===== src/rtl/cdq_pkg.sv =====
// Shared types and constants for the circular deque unit.
// No dependencies; used by every module of the block but cdq_ram.
`default_nettype none

package cdq_pkg;

    localparam int DEPTH_DEF      = 16;
    localparam int DATA_WIDTH_DEF = 32;

    localparam int OP_W   = 3;
    localparam int STAT_W = 2;
    localparam int CNT_W  = 5;   // capacity register and element count
    localparam int CAP_RESET = 16;

    localparam logic [OP_W-1:0] OP_PUSH_FRONT = 3'd0;
    localparam logic [OP_W-1:0] OP_PUSH_BACK  = 3'd1;
    localparam logic [OP_W-1:0] OP_POP_FRONT  = 3'd2;
    localparam logic [OP_W-1:0] OP_POP_BACK   = 3'd3;
    localparam logic [OP_W-1:0] OP_PEEK_FRONT = 3'd4;
    localparam logic [OP_W-1:0] OP_PEEK_BACK  = 3'd5;

    localparam logic [STAT_W-1:0] ST_OK    = 2'd0;
    localparam logic [STAT_W-1:0] ST_FULL  = 2'd1;
    localparam logic [STAT_W-1:0] ST_EMPTY = 2'd2;

    typedef enum logic {
        CS_IDLE,
        CS_LOAD
    } ctrl_state_t;

    typedef struct packed {
        logic exec;   // run the accepted operation this cycle
        logic load;   // move the result into the output register
    } cdq_cmd_t;

endpackage

`default_nettype wire


===== src/rtl/cdq_ram.sv =====
// Generic single-write, single-read RAM with registered read data.
// No dependencies.
`default_nettype none

module cdq_ram #(
    parameter int WIDTH = 32,
    parameter int DEPTH = 16
) (
    input  wire logic                     clk,
    input  wire logic                     wr_en,
    input  wire logic [$clog2(DEPTH)-1:0] wr_addr,
    input  wire logic [WIDTH-1:0]         wr_data,
    input  wire logic                     rd_en,
    input  wire logic [$clog2(DEPTH)-1:0] rd_addr,
    output logic      [WIDTH-1:0]         rd_data
);

    logic [WIDTH-1:0] mem [DEPTH];

    always_ff @(posedge clk)
    begin
        if (wr_en)
        begin
            mem[wr_addr] <= wr_data;
        end
        if (rd_en)
        begin
            rd_data <= mem[rd_addr];
        end
    end

endmodule

`default_nettype wire


===== src/rtl/cdq_ctrl.sv =====
// Controller of the circular deque unit: input handshake, sequencing, output valid.
// Depends on cdq_pkg.
`default_nettype none

module cdq_ctrl (
    input  wire logic              clk,
    input  wire logic              rst_n,
    input  wire logic              s_tvalid,
    output logic                   s_tready,
    output logic                   m_tvalid,
    input  wire logic              m_tready,
    output cdq_pkg::cdq_cmd_t      cmd
);

    cdq_pkg::ctrl_state_t state_reg, state_next;
    logic out_valid_reg, out_valid_next;

    always_ff @(posedge clk or negedge rst_n)
    begin
        if (!rst_n)
        begin
            state_reg     <= cdq_pkg::CS_IDLE;
            out_valid_reg <= 1'b0;
        end
        else
        begin
            state_reg     <= state_next;
            out_valid_reg <= out_valid_next;
        end
    end

    always_comb
    begin
        state_next     = state_reg;
        out_valid_next = out_valid_reg;
        s_tready       = 1'b0;
        cmd            = '0;
        if (m_tready)
        begin
            out_valid_next = 1'b0;
        end
        unique case (state_reg)
            cdq_pkg::CS_IDLE:
            begin
                s_tready = 1'b1;
                if (s_tvalid)
                begin
                    cmd.exec   = 1'b1;
                    state_next = cdq_pkg::CS_LOAD;
                end
            end
            cdq_pkg::CS_LOAD:
            begin
                // hold until the output register is free
                if (!out_valid_reg || m_tready)
                begin
                    cmd.load       = 1'b1;
                    out_valid_next = 1'b1;
                    state_next     = cdq_pkg::CS_IDLE;
                end
            end
            default:
            begin
                state_next = cdq_pkg::CS_IDLE;
            end
        endcase
    end

    assign m_tvalid = out_valid_reg;

endmodule

`default_nettype wire


===== src/rtl/cdq_datapath.sv =====
// Datapath of the circular deque unit: ring indices, element count, store, result register.
// Depends on cdq_pkg and cdq_ram.
`default_nettype none

module cdq_datapath #(
    parameter int DEPTH      = cdq_pkg::DEPTH_DEF,
    parameter int DATA_WIDTH = cdq_pkg::DATA_WIDTH_DEF
) (
    input  wire logic                         clk,
    input  wire logic                         rst_n,
    input  wire cdq_pkg::cdq_cmd_t            cmd,
    input  wire logic                         cfg_wr_en,
    input  wire logic [cdq_pkg::CNT_W-1:0]    cfg_wr_data,
    input  wire logic [cdq_pkg::OP_W-1:0]     op,
    input  wire logic [DATA_WIDTH-1:0]        push_value,
    output logic      [DATA_WIDTH-1:0]        out_value,
    output logic      [cdq_pkg::STAT_W-1:0]   status,
    output logic      [cdq_pkg::CNT_W-1:0]    element_count,
    output logic                              is_empty
);

    localparam int CW     = cdq_pkg::CNT_W;
    localparam int SW     = CW + 1;
    localparam int ADDR_W = $clog2(DEPTH);
    localparam int CAP_RST = (DEPTH < cdq_pkg::CAP_RESET) ? DEPTH : cdq_pkg::CAP_RESET;

    // one compare-and-subtract suffices: every sum stays below twice the ring size
    function automatic logic [CW-1:0] wrap(input logic [SW-1:0] s, input logic [SW-1:0] c);
        logic [SW-1:0] r;
        r = (s >= c) ? (s - c) : s;
        return r[CW-1:0];
    endfunction

    logic [CW-1:0] cap_reg, front_reg, front_next, count_reg, count_next;
    logic [cdq_pkg::STAT_W-1:0] res_status_reg, res_status_next;
    logic res_rd_reg, res_rd_next;

    logic [CW-1:0] cap_wr;
    logic [SW-1:0] cap6, front6, count6;
    logic [CW-1:0] idx_back_push, idx_back_last, idx_front_push, idx_front_inc;
    logic full, empty;

    logic                  ram_wr_en, ram_rd_en;
    logic [CW-1:0]         ram_wr_idx, ram_rd_idx;
    logic [DATA_WIDTH-1:0] ram_rd_data;

    assign cap6   = {1'b0, cap_reg};
    assign front6 = {1'b0, front_reg};
    assign count6 = {1'b0, count_reg};

    assign idx_back_push  = wrap(front6 + count6, cap6);
    assign idx_back_last  = wrap(front6 + count6 - SW'(1), cap6);
    assign idx_front_push = wrap(front6 + cap6 - SW'(1), cap6);
    assign idx_front_inc  = wrap(front6 + SW'(1), cap6);

    assign full  = (count_reg >= cap_reg);
    assign empty = (count_reg == '0);

    // clamp the written capacity to 1..DEPTH
    always_comb
    begin
        if (cfg_wr_data == '0)
        begin
            cap_wr = CW'(1);
        end
        else if (int'(cfg_wr_data) > DEPTH)
        begin
            cap_wr = CW'(DEPTH);
        end
        else
        begin
            cap_wr = cfg_wr_data;
        end
    end

    always_comb
    begin
        front_next      = front_reg;
        count_next      = count_reg;
        res_status_next = cdq_pkg::ST_OK;
        res_rd_next     = 1'b0;
        ram_wr_en       = 1'b0;
        ram_wr_idx      = idx_back_push;
        ram_rd_en       = 1'b0;
        ram_rd_idx      = front_reg;
        unique case (op)
            cdq_pkg::OP_PUSH_FRONT:
            begin
                if (full)
                begin
                    res_status_next = cdq_pkg::ST_FULL;
                end
                else
                begin
                    ram_wr_en  = 1'b1;
                    ram_wr_idx = idx_front_push;
                    front_next = idx_front_push;
                    count_next = count_reg + CW'(1);
                end
            end
            cdq_pkg::OP_PUSH_BACK:
            begin
                if (full)
                begin
                    res_status_next = cdq_pkg::ST_FULL;
                end
                else
                begin
                    ram_wr_en  = 1'b1;
                    count_next = count_reg + CW'(1);
                end
            end
            cdq_pkg::OP_POP_FRONT:
            begin
                if (empty)
                begin
                    res_status_next = cdq_pkg::ST_EMPTY;
                end
                else
                begin
                    ram_rd_en   = 1'b1;
                    res_rd_next = 1'b1;
                    front_next  = idx_front_inc;
                    count_next  = count_reg - CW'(1);
                end
            end
            cdq_pkg::OP_POP_BACK:
            begin
                if (empty)
                begin
                    res_status_next = cdq_pkg::ST_EMPTY;
                end
                else
                begin
                    ram_rd_en   = 1'b1;
                    ram_rd_idx  = idx_back_last;
                    res_rd_next = 1'b1;
                    count_next  = count_reg - CW'(1);
                end
            end
            cdq_pkg::OP_PEEK_FRONT:
            begin
                if (empty)
                begin
                    res_status_next = cdq_pkg::ST_EMPTY;
                end
                else
                begin
                    ram_rd_en   = 1'b1;
                    res_rd_next = 1'b1;
                end
            end
            cdq_pkg::OP_PEEK_BACK:
            begin
                if (empty)
                begin
                    res_status_next = cdq_pkg::ST_EMPTY;
                end
                else
                begin
                    ram_rd_en   = 1'b1;
                    ram_rd_idx  = idx_back_last;
                    res_rd_next = 1'b1;
                end
            end
            default:
            begin
                res_status_next = cdq_pkg::ST_OK;
            end
        endcase
    end

    always_ff @(posedge clk or negedge rst_n)
    begin
        if (!rst_n)
        begin
            cap_reg        <= CW'(CAP_RST);
            front_reg      <= '0;
            count_reg      <= '0;
            res_status_reg <= cdq_pkg::ST_OK;
            res_rd_reg     <= 1'b0;
        end
        else if (cfg_wr_en)
        begin
            // a capacity write also empties the queue
            cap_reg   <= cap_wr;
            front_reg <= '0;
            count_reg <= '0;
        end
        else if (cmd.exec)
        begin
            front_reg      <= front_next;
            count_reg      <= count_next;
            res_status_reg <= res_status_next;
            res_rd_reg     <= res_rd_next;
        end
    end

    always_ff @(posedge clk)
    begin
        if (cmd.load)
        begin
            out_value     <= res_rd_reg ? ram_rd_data : '0;
            status        <= res_status_reg;
            element_count <= count_reg;
            is_empty      <= (count_reg == '0);
        end
    end

    cdq_ram #(
        .WIDTH (DATA_WIDTH),
        .DEPTH (DEPTH)
    ) u_ram (
        .clk     (clk),
        .wr_en   (cmd.exec && ram_wr_en),
        .wr_addr (ADDR_W'(ram_wr_idx)),
        .wr_data (push_value),
        .rd_en   (cmd.exec && ram_rd_en),
        .rd_addr (ADDR_W'(ram_rd_idx)),
        .rd_data (ram_rd_data)
    );

endmodule

`default_nettype wire


===== src/rtl/circular_deque_unit.sv =====
// Circular deque unit: the store is accessed at the input accept edge (state CS_IDLE) and
// the result is loaded into the output register from state CS_LOAD once that register is
// free; m_tvalid rises with the load. No new item is taken until that load, but the
// input side takes an item while a previous result still waits in the output register.
// Reset (rst_n low, asynchronous) empties the queue and sets the ring size to the smaller
// of DEPTH and 16; store contents are not cleared and need no clearing pass.
`default_nettype none

module circular_deque_unit #(
    parameter int DEPTH      = cdq_pkg::DEPTH_DEF,
    parameter int DATA_WIDTH = cdq_pkg::DATA_WIDTH_DEF,
    localparam int IN_W  = ((DATA_WIDTH + 7) / 8) * 8,
    localparam int OUT_RAW_W = DATA_WIDTH + cdq_pkg::STAT_W + cdq_pkg::CNT_W + 1,
    localparam int OUT_W = ((OUT_RAW_W + 7) / 8) * 8
) (
    input  wire logic                          clk,
    input  wire logic                          rst_n,
    // configuration: ring size in use, 1..DEPTH after clamping
    input  wire logic                          cfg_wr_en,
    input  wire logic [cdq_pkg::CNT_W-1:0]     cfg_wr_data,
    // input items
    input  wire logic                          s_tvalid,
    output logic                               s_tready,
    input  wire logic [IN_W-1:0]               s_tdata,   // push_value, zero fill
    input  wire logic [cdq_pkg::OP_W-1:0]      s_tuser,   // op
    // result items
    output logic                               m_tvalid,
    input  wire logic                          m_tready,
    output logic      [OUT_W-1:0]              m_tdata    // out_value, status,
                                                          // element_count, is_empty,
                                                          // zero fill
);

    cdq_pkg::cdq_cmd_t cmd;

    logic [DATA_WIDTH-1:0]          out_value;
    logic [cdq_pkg::STAT_W-1:0]     status;
    logic [cdq_pkg::CNT_W-1:0]      element_count;
    logic                           is_empty;

    // Controller: accept one item, then wait for room in the output register.
    cdq_ctrl u_ctrl (
        .clk      (clk),
        .rst_n    (rst_n),
        .s_tvalid (s_tvalid),
        .s_tready (s_tready),
        .m_tvalid (m_tvalid),
        .m_tready (m_tready),
        .cmd      (cmd)
    );

    // Datapath: ring index arithmetic, count, store access and result register.
    cdq_datapath #(
        .DEPTH      (DEPTH),
        .DATA_WIDTH (DATA_WIDTH)
    ) u_dp (
        .clk           (clk),
        .rst_n         (rst_n),
        .cmd           (cmd),
        .cfg_wr_en     (cfg_wr_en),
        .cfg_wr_data   (cfg_wr_data),
        .op            (s_tuser),
        .push_value    (s_tdata[DATA_WIDTH-1:0]),
        .out_value     (out_value),
        .status        (status),
        .element_count (element_count),
        .is_empty      (is_empty)
    );

    // Pack the result fields, lowest first, zero fill to whole bytes.
    assign m_tdata = OUT_W'({is_empty, element_count, status, out_value});

endmodule

`default_nettype wire


===== config.mk =====
export PLATFORM = sky130hd
export DESIGN_NAME = circular_deque_unit
export DESIGN_NICKNAME = d
export VERILOG_FILES = /design/src/rtl/cdq_pkg.sv /design/src/rtl/cdq_ram.sv /design/src/rtl/cdq_ctrl.sv /design/src/rtl/cdq_datapath.sv /design/src/rtl/circular_deque_unit.sv
export SDC_FILE = /design/constraint.sdc
export NUM_CORES = 1
export LEC_CHECK = 0
export CAP_MARGIN = 40
export CORE_ASPECT_RATIO = 2
export CORE_UTILIZATION = 45
export DETAILED_ROUTE_END_ITERATION = 8
export DONT_BUFFER_PORTS = 1
export MAX_ROUTING_LAYER = met4
export PLACE_DENSITY = 0.59
export SYNTH_ARGS = -nofsm -noshare
export SYNTH_HDL_FRONTEND = slang
export SYNTH_SLANG_ARGS = --single-unit

===== constraint.sdc =====
create_clock -name clk -period 8.55 [get_ports clk]
set_clock_uncertainty 0.15 [all_clocks]
set_input_delay 1.2825 -clock clk [delete_from_list [all_inputs] [get_ports clk]]
set_output_delay 1.2825 -clock clk [all_outputs]
set_load 0.02 [all_outputs]

==> summary.md <==
| Metric | Value |
|---|---|
| Max IR drop VDD | approximately 0.00013 V |
| DIE AREA | 59,300 sq um |
| Antenna-violating nets left | 0 |
| Register area | 18,000 sq um |
| Fin crit period | 6340 ps |
| Worst-margin pin slew | ~940 ps |
| CP max-delay cell | fa_1 |
| CTS H-tree lvls | 2 |
| Met2 Usage GRT | 0.428 |
| R2r setup slk | 2210 ps |
| Row cnt | approximately 120 |
| GR Overflow Total | 0 |
| Outcome | complete, no violations |
| Ys Warns | 0 |
| Fillcell total | between 4,000 and 5,000 |
| Drt wl/cell | roughly 28 um |
| Crit path cell chain | ha_1 -> fa_1 -> inv_1 -> ha_1 -> inv_1 -> fa_1 -> a21o_1 -> a21oi_1 -> o21ai_1 -> nor3_1 -> nor4_4 -> buf_4 -> nor2_4 -> buf_4 -> a221oi_1 -> a211o_1 -> o311ai_1 |
| # setup viols final | 0 |
| Place WS | around 2300 ps |
| M3 GR Usage | 0.0354 |
| Largest Register | u_dp.u_ram.mem |
| Placed Instances | 2,445 |
| Root buf cell | clkbuf_16 |
| Total CTS buffers | 52 |
| Clock Path Buffers | 3 |
| Sequential fraction of the synthesis area | 0.688 |
| Crit path kind | reg2reg |
| Via count | 16,200 |
| Post-CTS sizing | 0 |
| Total Nets Final | 1,839 |
| Setup repair bufs after CTS | 0 |
| Non-filler cells, final | 2,540 |
| Pre-antenna DRT Iters | 5 |
| Synth Area in Compound Gates | 0.181 |
| Max transition margin | 0.371 |
| Tcrit/Tclk final | 0.742 |
| Largest family of logic cells by synthesized area | compound AO/OA/AOI/OAI gates |
| Regs by FF count | u_dp.u_ram.mem: 512 flops, u_dp.out_value: 32 flops, u_dp.u_ram.rd_data: 32 flops |
| RSZ-0062 raised after global routing | no |
| Antenna fix cells | 0 |
| Mapped Area | 26,200 sq um |
| Crit path DAT | 6520 ps |
| Mux contribution to synthesized area | 0.00816 |
| Worst path bufs/invs | 4 |
| R2R cell count | 17 |
| Largest net degree at the start of global routing | approximately 110 |
| Largest register FFs | 512 |
| Initial Utilization | 0.457 |
| Leak Pwr | 9.32 nW |
| Die H | 343 um |
| Worst Setup EP | u_dp.u_ram.rd_data[8] |
| Iteration-0 DRC count of the detailed router | between 1,000 and 1,500 |
| PD cells | 226 nW/um^2 |
| Crit path from | u_dp.front_reg[0] |
| Reg2reg end | u_dp.u_ram.rd_data[8] |
| Layout cells sized above 1 | 0.101 |
| Cts hold-fix bufs | 0 |
| Number of max-cap violations | 0 |
| CP max FO | 66 |
| Clock sink total | roughly 600 |
| Delay-heaviest family, CP | adder cells |
| Area taken by multi-input logic gates | 7610 sq um |
| Final hold vios | 0 |
| Fin. max-slew vios | 0 |
| Post-Syn Nets | 1,876 |
| Max incr delay on CP | 640 ps |
| Adder-cell share of the synthesized area | 0.0263 |
| Final WL | 71.8 mm |
| Clock latency on the worst-skew pair | about 600 ps |
| Most common cell after layout, fill and taps aside | edfxtp_1 |
| Area added between synthesis and finish | 10.8% |
| Routed vias/inst | 6.38 |
| Crit end category | flop |
| First-pass GRT wire length | between 100 and 150 mm |
| HP Class | in2async |
| CTS tree | built |
| Fin util | 0.506 |
| Synth Area in Simple Gates | 0.0567 |
| Cells after synthesis | approximately 1,800 |
| Ys flop type | edfxtp_1 |
| Unique cell type count in the Yosys netlist | 61 |
| Startpoint Class | flop |
| Total global-route track usage | 0.249 |
| Global routing's busiest layer | met2 |
| Most frequent cells in the layout | edfxtp_1, and2_1, a21oi_1 |
| Min setup slack post-route | 2210 ps |
| Reg2reg start | u_dp.front_reg[0] |
| Critical path depth | 17 |
| Buffers on Ports | 0 |
| Vias in the first global route | 16,700 |
| Hold WS | between 200 and 250 ps |
| CORE AREA | 57,400 sq um |
| Setup TNS | 0 ps |
| Max Freq | approximately 160 MHz |
| DR DRC count | 0 |
| Die Wd | between 150 and 200 um |
| FFs w/ async S/R, synth | 0.0331 |
| RD Place Congestion | 0.854 |
| Avg Inst Size Synth | 14.7 sq um |
| Number of synthesized register bits | 604 |
| I/O pin total | 87 |
| Xor and xnor fraction of the mapped netlist area | 0.00997 |
| CP Data Required Time | 8720 ps |
| Initial antenna violation count | 1 |
| M1 GR Usage | 0.281 |
| Detailed placer's ending HPWL | 41.7 mm |
| Post-synth EDFFs | about 580 |
| Clock transition at path regs | 70 ps |
Yosys cell counts, drive strengths merged (33+ instances only):
cell,n,area [sq um]
o211ai,66,495
buf,56,298
nor2,41,156
inv,37,139
edfxtp,584,17500
a311oi,64,561
a21boi,33,248
a21o,46,345
a221o,64,641
clkbuf,94,353
ha,44,551
a21oi,114,571
nand2,57,214
o31ai,67,531
and2,130,813
final cells by class:
cell class	instances	share of cell area
clock buffer	62	0.0468
timing repair buffer	59	0.0237
tap	756	0.0326
sequential	604	0.621
multi-input combinational	989	0.262
clock inverter	33	0.00956
inverter	37	0.00478
layer usage:
| layer | vias to the layer above | routed length (um) | part of all wire |
|---|---|---|---|
| li1 | 7054 | - | - |
| met5 | - | 0 | 0 |
| met4 | 0 | 3710 | 0.052 |
| met1 | 8282 | 26300 | 0.37 |
| met3 | 201 | 4260 | 0.059 |
| met2 | 678 | 37500 | 0.52 |
cell families (layout without fill, tap and decap cells):
family	after synthesis	count (layout)
AO/OA/AOI/OAI	620	620
XOR/XNOR	29	29
AND/OR/NAND/NOR	268	268
buffers and inverters	187	191
flip-flops	604	604
adder cells (fa/ha/maj)	51	51
multiplexers	21	21
worst min-delay path by stage:
stage                      startpoint          endpoint  slack (ps)
2_1_floorplan  u_dp.res_status_reg[1]    u_dp.status[1]         270
5_1_grt                         rst_n  u_ctrl.state_reg         190
4_1_cts                         rst_n   u_dp.cap_reg[1]         190
6_report                        rst_n   u_dp.cap_reg[1]         220
3_3_place_gp   u_dp.res_status_reg[1]    u_dp.status[1]         280
3_5_place_dp   u_dp.res_status_reg[0]    u_dp.status[0]         290
power breakdown:
part	total [mW]	internal, mW	switching (mW)	leakage [nW]
Clock	2.34	1.26	1.08	0.801
Sequential	3.38	3.33	0.0541	5.55
Combinational	0.856	0.301	0.555	2.97
metrics by stage:
step	power (mW)	area (sq um)
after floorplan	4.03	26200
after global placement	4.28	27100
after detailed placement	4.30	27400
after CTS	6.61	29100
after global routing	6.78	29100
final	6.57	29100
(Power assumes the default switching activity.)
